[src/design/qse_pkg.sv]
// Shared types, constants and byte classification for the quoted string escaper.
// No dependencies; every other design file imports this package.
package qse_pkg;

  localparam int LENGTH_BITS = 10;            // width of the escaped-byte counter
  localparam int MAX_LEN_W   = 10;            // width of the max_length register
  localparam int CMP_W       = (LENGTH_BITS > MAX_LEN_W) ? LENGTH_BITS : MAX_LEN_W;
  localparam int CFG_IDX_W   = 2;
  localparam int CFG_DATA_W  = MAX_LEN_W;

  localparam int FIFO_DEPTH  = 4;
  localparam int FIFO_PTR_W  = $clog2(FIFO_DEPTH);
  localparam int FIFO_CNT_W  = $clog2(FIFO_DEPTH + 1);

  localparam int STEP_W      = 4;             // up to ten output words per input word

  localparam logic [MAX_LEN_W-1:0] MAX_LEN_RESET = MAX_LEN_W'(400);

  // configuration register indexes
  localparam logic [CFG_IDX_W-1:0] REG_RAW_MODE     = 2'd0;
  localparam logic [CFG_IDX_W-1:0] REG_LIMIT_ENABLE = 2'd1;
  localparam logic [CFG_IDX_W-1:0] REG_MAX_LENGTH   = 2'd2;
  localparam logic [CFG_IDX_W-1:0] REG_STOP_AT_NUL  = 2'd3;

  localparam logic [7:0] CH_QUOTE  = 8'h22;
  localparam logic [7:0] CH_BSLASH = 8'h5C;
  localparam logic [7:0] CH_SPACE  = 8'h20;
  localparam logic [7:0] CH_DOT    = 8'h2E;
  localparam logic [7:0] CH_ZERO   = 8'h30;

  typedef enum logic [1:0] {
    BODY_NONE  = 2'd0,   // byte dropped
    BODY_PLAIN = 2'd1,   // byte as is
    BODY_ESC   = 2'd2,   // backslash and a letter (or the quoted char)
    BODY_OCT   = 2'd3    // backslash and three octal digits
  } body_kind_t;

  typedef enum logic [1:0] {
    CLOSE_NONE     = 2'd0,
    CLOSE_QUOTE    = 2'd1,
    CLOSE_ELLIPSIS = 2'd2
  } close_kind_t;

  // One classified input word, as passed from front to back.
  typedef struct packed {
    logic        open_quote;
    body_kind_t  body;
    logic [7:0]  ch;
    close_kind_t close_kind;
  } desc_t;

  // Fixed pass-through set: 32..126 and 161..254, minus quote and backslash.
  function automatic logic is_printable(input logic [7:0] b);
    logic in_set;
    in_set = ((b >= 8'd32) && (b < 8'd127)) || ((b >= 8'd161) && (b < 8'd255));
    return in_set && (b != CH_QUOTE) && (b != CH_BSLASH);
  endfunction

  // Short escape: {hit, letter}
  function automatic logic [8:0] short_escape(input logic [7:0] b);
    logic [8:0] r;
    case (b)
      CH_QUOTE:  r = {1'b1, CH_QUOTE};
      CH_BSLASH: r = {1'b1, CH_BSLASH};
      8'd7:      r = {1'b1, 8'h61};  // a
      8'd8:      r = {1'b1, 8'h62};  // b
      8'd12:     r = {1'b1, 8'h66};  // f
      8'd10:     r = {1'b1, 8'h6E};  // n
      8'd13:     r = {1'b1, 8'h72};  // r
      8'd9:      r = {1'b1, 8'h74};  // t
      8'd11:     r = {1'b1, 8'h76};  // v
      default:   r = {1'b0, 8'h00};
    endcase
    return r;
  endfunction

endpackage

[src/design/qse_front.sv]
// Front end: configuration registers, string state and per-word classification.
// Depends on qse_pkg; feeds qse_fifo.
module qse_front (
  input  logic                          clk,
  input  logic                          rst,
  input  logic                          cfg_valid,
  input  logic [qse_pkg::CFG_IDX_W-1:0] cfg_index,
  input  logic [qse_pkg::CFG_DATA_W-1:0] cfg_data,
  input  logic                          in_valid,
  output logic                          in_ready,
  input  logic [7:0]                    data_byte,
  input  logic                          first_byte,
  input  logic                          last_byte,
  input  logic                          fifo_full,
  output logic                          push,
  output qse_pkg::desc_t                push_desc
);
  import qse_pkg::*;

  logic                   raw_mode;
  logic                   limit_enable;
  logic [MAX_LEN_W-1:0]   max_length;
  logic                   stop_at_nul;

  logic [LENGTH_BITS-1:0] bytes_seen, bytes_seen_next, bs_cur;
  logic                   over_limit, over_limit_next, ol_cur;
  logic                   nul_seen, nul_seen_next, nul_cur;
  logic [8:0]             esc;
  logic                   accept;

  assign in_ready = !fifo_full;
  assign accept   = in_valid && in_ready;

  always_ff @(posedge clk) begin
    if (rst) begin
      raw_mode     <= 1'b0;
      limit_enable <= 1'b1;
      max_length   <= MAX_LEN_RESET;
      stop_at_nul  <= 1'b0;
    end else if (cfg_valid) begin
      case (cfg_index)
        REG_RAW_MODE:     raw_mode     <= cfg_data[0];
        REG_LIMIT_ENABLE: limit_enable <= cfg_data[0];
        REG_MAX_LENGTH:   max_length   <= cfg_data[MAX_LEN_W-1:0];
        REG_STOP_AT_NUL:  stop_at_nul  <= cfg_data[0];
        default: ;
      endcase
    end
  end

  always_comb begin
    bs_cur  = first_byte ? '0   : bytes_seen;
    ol_cur  = first_byte ? 1'b0 : over_limit;
    nul_cur = first_byte ? 1'b0 : nul_seen;
    bytes_seen_next = bs_cur;
    over_limit_next = ol_cur;
    nul_seen_next   = nul_cur;
    esc = short_escape(data_byte);

    push_desc.open_quote = first_byte && !raw_mode;
    push_desc.body       = BODY_NONE;
    push_desc.ch         = data_byte;
    push_desc.close_kind = CLOSE_NONE;

    if (!nul_cur) begin
      if (stop_at_nul && (data_byte == 8'd0)) nul_seen_next = 1'b1;
      if (raw_mode) begin
        push_desc.body = BODY_PLAIN;
      end else if (limit_enable && (CMP_W'(bs_cur) >= CMP_W'(max_length))) begin
        over_limit_next = 1'b1;
      end else begin
        if (is_printable(data_byte)) begin
          push_desc.body = BODY_PLAIN;
        end else if (esc[8]) begin
          push_desc.body = BODY_ESC;
          push_desc.ch   = esc[7:0];
        end else begin
          push_desc.body = BODY_OCT;
        end
        if (limit_enable) bytes_seen_next = bs_cur + LENGTH_BITS'(1);
      end
    end

    if (last_byte && !raw_mode)
      push_desc.close_kind = over_limit_next ? CLOSE_ELLIPSIS : CLOSE_QUOTE;
  end

  // drop words that produce no output at all
  assign push = accept && (push_desc.open_quote || (push_desc.body != BODY_NONE) ||
                           (push_desc.close_kind != CLOSE_NONE));

  always_ff @(posedge clk) begin
    if (rst) begin
      bytes_seen <= '0;
      over_limit <= 1'b0;
      nul_seen   <= 1'b0;
    end else if (accept) begin
      bytes_seen <= bytes_seen_next;
      over_limit <= over_limit_next;
      nul_seen   <= nul_seen_next;
    end
  end

endmodule

[src/design/qse_fifo.sv]
// Short descriptor queue between front and back end.
// Depends on qse_pkg.
module qse_fifo (
  input  logic           clk,
  input  logic           rst,
  input  logic           push,
  input  qse_pkg::desc_t push_desc,
  input  logic           pop,
  output logic           full,
  output logic           empty,
  output qse_pkg::desc_t head
);
  import qse_pkg::*;

  desc_t                 entries [FIFO_DEPTH];
  logic [FIFO_PTR_W-1:0] wr_ptr, rd_ptr;
  logic [FIFO_CNT_W-1:0] count;
  logic                  do_push, do_pop;

  assign full    = (count == FIFO_CNT_W'(FIFO_DEPTH));
  assign empty   = (count == '0);
  assign do_push = push && !full;
  assign do_pop  = pop && !empty;
  assign head    = entries[rd_ptr];

  always_ff @(posedge clk) begin
    if (do_push) entries[wr_ptr] <= push_desc;
  end

  always_ff @(posedge clk) begin
    if (rst) begin
      wr_ptr <= '0;
      rd_ptr <= '0;
      count  <= '0;
    end else begin
      if (do_push) wr_ptr <= wr_ptr + FIFO_PTR_W'(1);
      if (do_pop)  rd_ptr <= rd_ptr + FIFO_PTR_W'(1);
      case ({do_push, do_pop})
        2'b10:   count <= count + FIFO_CNT_W'(1);
        2'b01:   count <= count - FIFO_CNT_W'(1);
        default: ;
      endcase
    end
  end

endmodule

[src/design/qse_back.sv]
// Back end: expands a descriptor into output words, one per cycle unless stalled, via an output register.
// Depends on qse_pkg; reads the head of qse_fifo.
module qse_back (
  input  logic           clk,
  input  logic           rst,
  input  logic           head_valid,
  input  qse_pkg::desc_t head,
  output logic           pop,
  output logic           out_valid,
  input  logic           out_ready,
  output logic [7:0]     out_byte,
  output logic           run_end,
  output logic           literal_end
);
  import qse_pkg::*;

  logic [STEP_W-1:0] step;
  logic [STEP_W-1:0] body_len, close_len, total_len, j, c;
  logic [7:0]        cur_byte;
  logic              cur_last, advance;

  always_comb begin
    case (head.body)
      BODY_PLAIN: body_len = STEP_W'(1);
      BODY_ESC:   body_len = STEP_W'(2);
      BODY_OCT:   body_len = STEP_W'(4);
      default:    body_len = '0;
    endcase
    case (head.close_kind)
      CLOSE_QUOTE:    close_len = STEP_W'(1);
      CLOSE_ELLIPSIS: close_len = STEP_W'(5);
      default:        close_len = '0;
    endcase
    total_len = STEP_W'(head.open_quote) + body_len + close_len;
    j = step - STEP_W'(head.open_quote);
    c = j - body_len;
    cur_byte = CH_QUOTE;

    if (head.open_quote && (step == '0)) begin
      cur_byte = CH_QUOTE;
    end else if (j < body_len) begin
      case (head.body)
        BODY_PLAIN: cur_byte = head.ch;
        BODY_ESC:   cur_byte = (j == '0) ? CH_BSLASH : head.ch;
        BODY_OCT: begin
          case (j)
            STEP_W'(0): cur_byte = CH_BSLASH;
            STEP_W'(1): cur_byte = CH_ZERO + {6'd0, head.ch[7:6]};
            STEP_W'(2): cur_byte = CH_ZERO + {5'd0, head.ch[5:3]};
            default:    cur_byte = CH_ZERO + {5'd0, head.ch[2:0]};
          endcase
        end
        default:    cur_byte = head.ch;
      endcase
    end else if (head.close_kind == CLOSE_ELLIPSIS) begin
      case (c)
        STEP_W'(0):                         cur_byte = CH_SPACE;
        STEP_W'(1), STEP_W'(2), STEP_W'(3): cur_byte = CH_DOT;
        default:                            cur_byte = CH_QUOTE;
      endcase
    end else begin
      cur_byte = CH_QUOTE;
    end
    cur_last = (step == (total_len - STEP_W'(1)));
  end

  assign advance = head_valid && (!out_valid || out_ready);
  assign pop     = advance && cur_last;

  always_ff @(posedge clk) begin
    if (rst) begin
      step      <= '0;
      out_valid <= 1'b0;
    end else begin
      if (advance) begin
        out_valid <= 1'b1;
        step      <= cur_last ? '0 : step + STEP_W'(1);
      end else if (out_ready) begin
        out_valid <= 1'b0;
      end
    end
  end

  always_ff @(posedge clk) begin
    if (advance) begin
      out_byte    <= cur_byte;
      run_end     <= cur_last;
      literal_end <= cur_last && (head.close_kind != CLOSE_NONE);
    end
  end

endmodule

[src/design/quoted_string_escaper.sv]
// Top level of the quoted string escaper: front end, descriptor queue, back end.
// Depends on qse_pkg, qse_front, qse_fifo, qse_back.
//
//   channel | handshake            | payload
//   --------+----------------------+------------------------------------
//   cfg     | cfg_valid/cfg_ready  | cfg_index, cfg_data
//   in      | in_valid/in_ready    | data_byte, first_byte, last_byte
//   out     | out_valid/out_ready  | out_byte, run_end, literal_end
//
// An input word is taken whenever the queue has room; it then yields 0 to 10
// output words, one per cycle while the output is not stalled, through the back
// end's single output port: one word for a plain byte, two for a short
// escape, four for an octal escape, plus one for the opening quote and one
// (quote) or five (ellipsis) for the close. A dropped word is never queued.
// The first output word of a word passes the queue, then the output register.
// Reset (rst, synchronous) empties the queue and output register and loads
// the register defaults. A stalled output holds its word; the front keeps
// accepting until the four-entry queue fills. Config writes are always taken.
module quoted_string_escaper (
  input  logic                           clk,
  input  logic                           rst,
  input  logic                           cfg_valid,
  output logic                           cfg_ready,
  input  logic [qse_pkg::CFG_IDX_W-1:0]  cfg_index,
  input  logic [qse_pkg::CFG_DATA_W-1:0] cfg_data,
  input  logic                           in_valid,
  output logic                           in_ready,
  input  logic [7:0]                     data_byte,
  input  logic                           first_byte,
  input  logic                           last_byte,
  output logic                           out_valid,
  input  logic                           out_ready,
  output logic [7:0]                     out_byte,
  output logic                           run_end,
  output logic                           literal_end
);
  import qse_pkg::*;

  logic  push, pop, fifo_full, fifo_empty;
  desc_t push_desc, head;

  // registers are plain flops, a write never has to wait
  assign cfg_ready = 1'b1;

  // classify each word and track limit / nul state
  qse_front u_front (
    .clk        (clk),
    .rst        (rst),
    .cfg_valid  (cfg_valid),
    .cfg_index  (cfg_index),
    .cfg_data   (cfg_data),
    .in_valid   (in_valid),
    .in_ready   (in_ready),
    .data_byte  (data_byte),
    .first_byte (first_byte),
    .last_byte  (last_byte),
    .fifo_full  (fifo_full),
    .push       (push),
    .push_desc  (push_desc)
  );

  // decouple classification from expansion
  qse_fifo u_fifo (
    .clk       (clk),
    .rst       (rst),
    .push      (push),
    .push_desc (push_desc),
    .pop       (pop),
    .full      (fifo_full),
    .empty     (fifo_empty),
    .head      (head)
  );

  // walk each descriptor one output word per cycle while the output is not stalled
  qse_back u_back (
    .clk         (clk),
    .rst         (rst),
    .head_valid  (!fifo_empty),
    .head        (head),
    .pop         (pop),
    .out_valid   (out_valid),
    .out_ready   (out_ready),
    .out_byte    (out_byte),
    .run_end     (run_end),
    .literal_end (literal_end)
  );

endmodule

[config.mk]
export PLATFORM = sky130hd
export DESIGN_NAME = quoted_string_escaper
export DESIGN_NICKNAME = d
export VERILOG_FILES = /design/src/design/qse_pkg.sv /design/src/design/qse_front.sv /design/src/design/qse_fifo.sv /design/src/design/qse_back.sv /design/src/design/quoted_string_escaper.sv
export SDC_FILE = /design/constraint.sdc
export NUM_CORES = 1
export LEC_CHECK = 0
export ABC_AREA = 1
export BUFFER_PORTS_ARGS = -buffer_cell sky130_fd_sc_hd__buf_2
export CAP_MARGIN = 0
export CORE_MARGIN = 2
export CORE_UTILIZATION = 42
export DETAILED_ROUTE_END_ITERATION = 8
export MAX_ROUTING_LAYER = met4
export SLEW_MARGIN = 25
export SYNTH_ARGS = -nofsm -noshare
export SYNTH_HDL_FRONTEND = slang
export SYNTH_SLANG_ARGS = --single-unit
[constraint.sdc]
create_clock -name clk -period 6.3 [get_ports clk]
set_clock_uncertainty 0.05 [all_clocks]
set_input_delay 0.315 -clock clk [delete_from_list [all_inputs] [get_ports clk]]
set_output_delay 0.315 -clock clk [all_outputs]
set_load 0.005 [all_outputs]
==> results list <==
- Startpoint of the tightest hold check path: cfg_data[4]
- Required time at the worst-slack endpoint: 6480 ps
* Clock root buffer: clkbuf_16
- By area, the combinational part of the netlist is dominated by simple AND/OR/NAND/NOR gates.
- TritonCTS built the clock tree.
* Io pins: 40
- The first detailed-routing pass ran for 4 iterations.
- Width of the chip: 119 um
* Post-synth design cell area: 5590 um2
- After technology mapping, the gate count stands at 644.
- Fraction of the mapped netlist area in adder cells: 7.56%
- The worst hold path was traced through 3 stages.
* Starting density of the core: 42.6%
- Maximum operating frequency: 226 MHz
- During synthesis, Yosys emitted a total of 0 warnings.
* Proportion of synthesized area in mux cells: 0%
- The tree built by TritonCTS fans out to 101 sinks.
* Minimum setup slack after placement: 1850 ps
- Hold timing on the final database bottoms out at a slack of 130 ps.
- Cells fill 47.0% of the core in the end.
- STA classifies the critical path endpoint as a flip-flop.
* Number of buffers inserted by port buffering: 38
- Number of H-tree levels: 3
- Leak Pwr: 2.60 nW
* Unrepaired setup endpoints after global routing: no
* Number of buffers inserted by hold repair at cts: 0
* Max clock buf depth: 2
- Worst-case setup margin in the final layout: 1880 ps
- Antenna violations before repair: 0
- TritonCTS buffer count: 9
- Logic depth of the worst register-to-register path: 23
- The tightest min-delay check is of the in -> reg type.
- At the pin with the least slew margin, the transition time is 838 ps.
* Peak ir drop on the vdd network: 0.126 mV
- Number of gates resized after cts: 0
- Setup violations remaining at the end of the flow were counted as 0.
* Die area: 14300 um2
- Fraction of the cycle the final worst path needs: 70.1%
* Tightest slew margin relative to the limit: 44.0%
- Area of the core: 13100 um2
- In the synthesized netlist the dominant register cell turns out to be edfxtp_1.
- After clock tree synthesis, the clock-pin slew on the worst setup and hold paths is 60 ps.
* Compound-cell area share of the yosys netlist: 12.2%
* Share of layout cells above drive strength 1: 15.5%
- Worst skew pair latency: 350 ps
- After global routing the overflow that remains totals 0.
- Total length of routed wires: 11200 um
* Maximum capacitance violations: 0
* Category of the worst setup path launch point: flip-flop
* Terminating pin of the worst hold path: u_front.max_length[4]
* Outcome: finished, final reports clean
- Along the worst path, the maximum fanout reaches 27.
- Number of vias per cell: 4.97
* Most common cell after layout, fill and taps aside: nand2_1
* Area added between synthesis and finish: 10.4%
- Power density of the placed cells: 370 nW/um2
* Avg Cell Area, Syn: 8.68 um2
- Buffer count from post-CTS setup fixing: 0
* Std-Cell Rows: 42
- Detailed-route via count: 4265
- After synthesis the netlist holds a flip-flop and latch count of 101.
- Post-route minimum period: 4420 ps
* Final Power: 2.28 mW
- For this run, the post-layout net count is 737.
* Number of global-route vias before repair: 3983
* Count of inserted antenna diode cells: 0
- Register-to-register setup slack: 1880 ps
- Global routing used 17.4% of the available tracks.
- Average wire per standard cell: 13.0 um
- The total count of hold-check failures in the final report is 0.
* Routability congestion estimate from global placement: 0.876
* Basic-gate share of the synthesized area counting and, or, nand and nor cells: 22.9%
* First DRT Iteration DRCs: 282
- For the final routed database, the setup TNS stands at 0 ps.
- Antenna viol nets, final: 0
- Count of unresolved DRC violations after routing: 0
* Die outline height: 119 um
* Synthesized Nets: 703
- The number of different library cells used by synthesis comes to 47.
* Synth async-reset ratio: 0%
* Global-route wire length before repair: 19100 um
* Number of slew-limit violations in the final report: 0
* DPL Wire Length: 8420 um
* Post-synth EDFFs: 62
* Pin count of the biggest net entering global routing: 28
* Crit path DAT: 4600 ps
- The critical path is of the reg -> reg type.
* Fraction of synthesized cell area in xor and xnor cells: 1.57%
- After synthesis, flip-flops and latches occupy 47.2% of the total area.
* Reg2reg end: u_fifo.count[2]
- In the layout the commonest cells are nand2_1 (110), inv_1 (91), edfxtp_1 (62).
cell type report:
type | count | area (um2)
flip-flops and latches | 101 | 2640
fillers | 1282 | 6960
well taps | 176 | 220
clock inverters | 3 | 12.5
clock buffers | 13 | 240
multi-input cells | 425 | 2480
repair buffers | 39 | 198
inverters | 102 | 387
registers in the layout, indices dropped and copies added, names as in the netlist, named ones only:
register	cells
u_front.raw_mode	1
u_fifo.entries	52
u_front.stop_at_nul	1
u_front.bytes_seen	10
u_front.nul_seen	1
u_front.over_limit	1
u_front.limit_enable	1
u_back.run_end	1
u_back.literal_end	1
u_back.step	4
u_fifo.count	3
u_fifo.wr_ptr	2
u_back.out_byte	8
u_fifo.rd_ptr	2
u_front.max_length	10
u_back.out_valid	1
synthesized netlist by cell type, drive strengths merged (5+ instances only):
cell	count	area share, %
dfxtp	39	14
o22ai	7	0.78
o21ai	46	4.1
edfxtp	62	33
xor2	6	0.94
nand3	31	3.1
inv	101	6.8
ha	29	6.5
a21oi	42	3.8
clkbuf	5	0.34
buf	11	1.2
o211ai	5	0.67
nor3	18	2.3
nand2	128	9.9
nor2	72	5.9
nand4	9	1.0
worst max-delay path, stage by stage (launching register included):
cell and delay, ps:
dfxtp_1 310, buf_4 260, clkinv_2 330, nand2_1 180, a32oi_2 150, nor2_1 190, inv_1 60, ha_1 260
inv_1 60, ha_1 150, inv_1 60, fa_1 390, xnor2_1 150, xor2_1 140, nor3_1 140, nand2_1 110
nor2_1 180, ha_1 170, inv_1 70, fa_1 430, a21oi_1 150, o21ai_0 120, o21ai_0 150, a21oi_1 50
layer usage:
metal | GRT usage [%] | share of wire (%) | wire (um)
met4 | 5.22 | 1.3 | 149
met2 | 27.1 | 47 | 5250
met5 | - | 0 | 0
met1 | 22.8 | 47 | 5280
met3 | 4.07 | 4.6 | 517
where the power goes:
group	total (mW)	internal, mW	switching, mW
registers	0.857	0.826	0.0314
clock network	0.489	0.265	0.224
logic	0.938	0.346	0.592
worst max-delay path by stage:
stage,start,endpoint,slack [ps],cells after the start
2_1_floorplan,flip-flop,u_fifo.count[2],2460,21
3_3_place_gp,flip-flop,u_fifo.count[2],2020,23
3_5_place_dp,flip-flop,u_fifo.count[2],1850,23
4_1_cts,flip-flop,u_fifo.count[2],1840,23
5_1_grt,flip-flop,u_fifo.count[2],1430,23
6_report,flip-flop,u_fifo.count[2],1880,23
cells by family after synthesis:
logic type | count (synthesis)
xor+xnor | 10
flops | 101
buf+inv | 118
other cells | 1
fa+ha+maj | 32
simple gates | 264
compound gates | 118
metrics by stage:
stage                     instances  cell area, um2
after CTS                       859            6180
after global placement          843            5920
after global routing            859            6180
after detailed placement        843            5920
final                           859            6180
after floorplan                 644            5590
No activity file was read; power rests on OpenSTA's default activity.
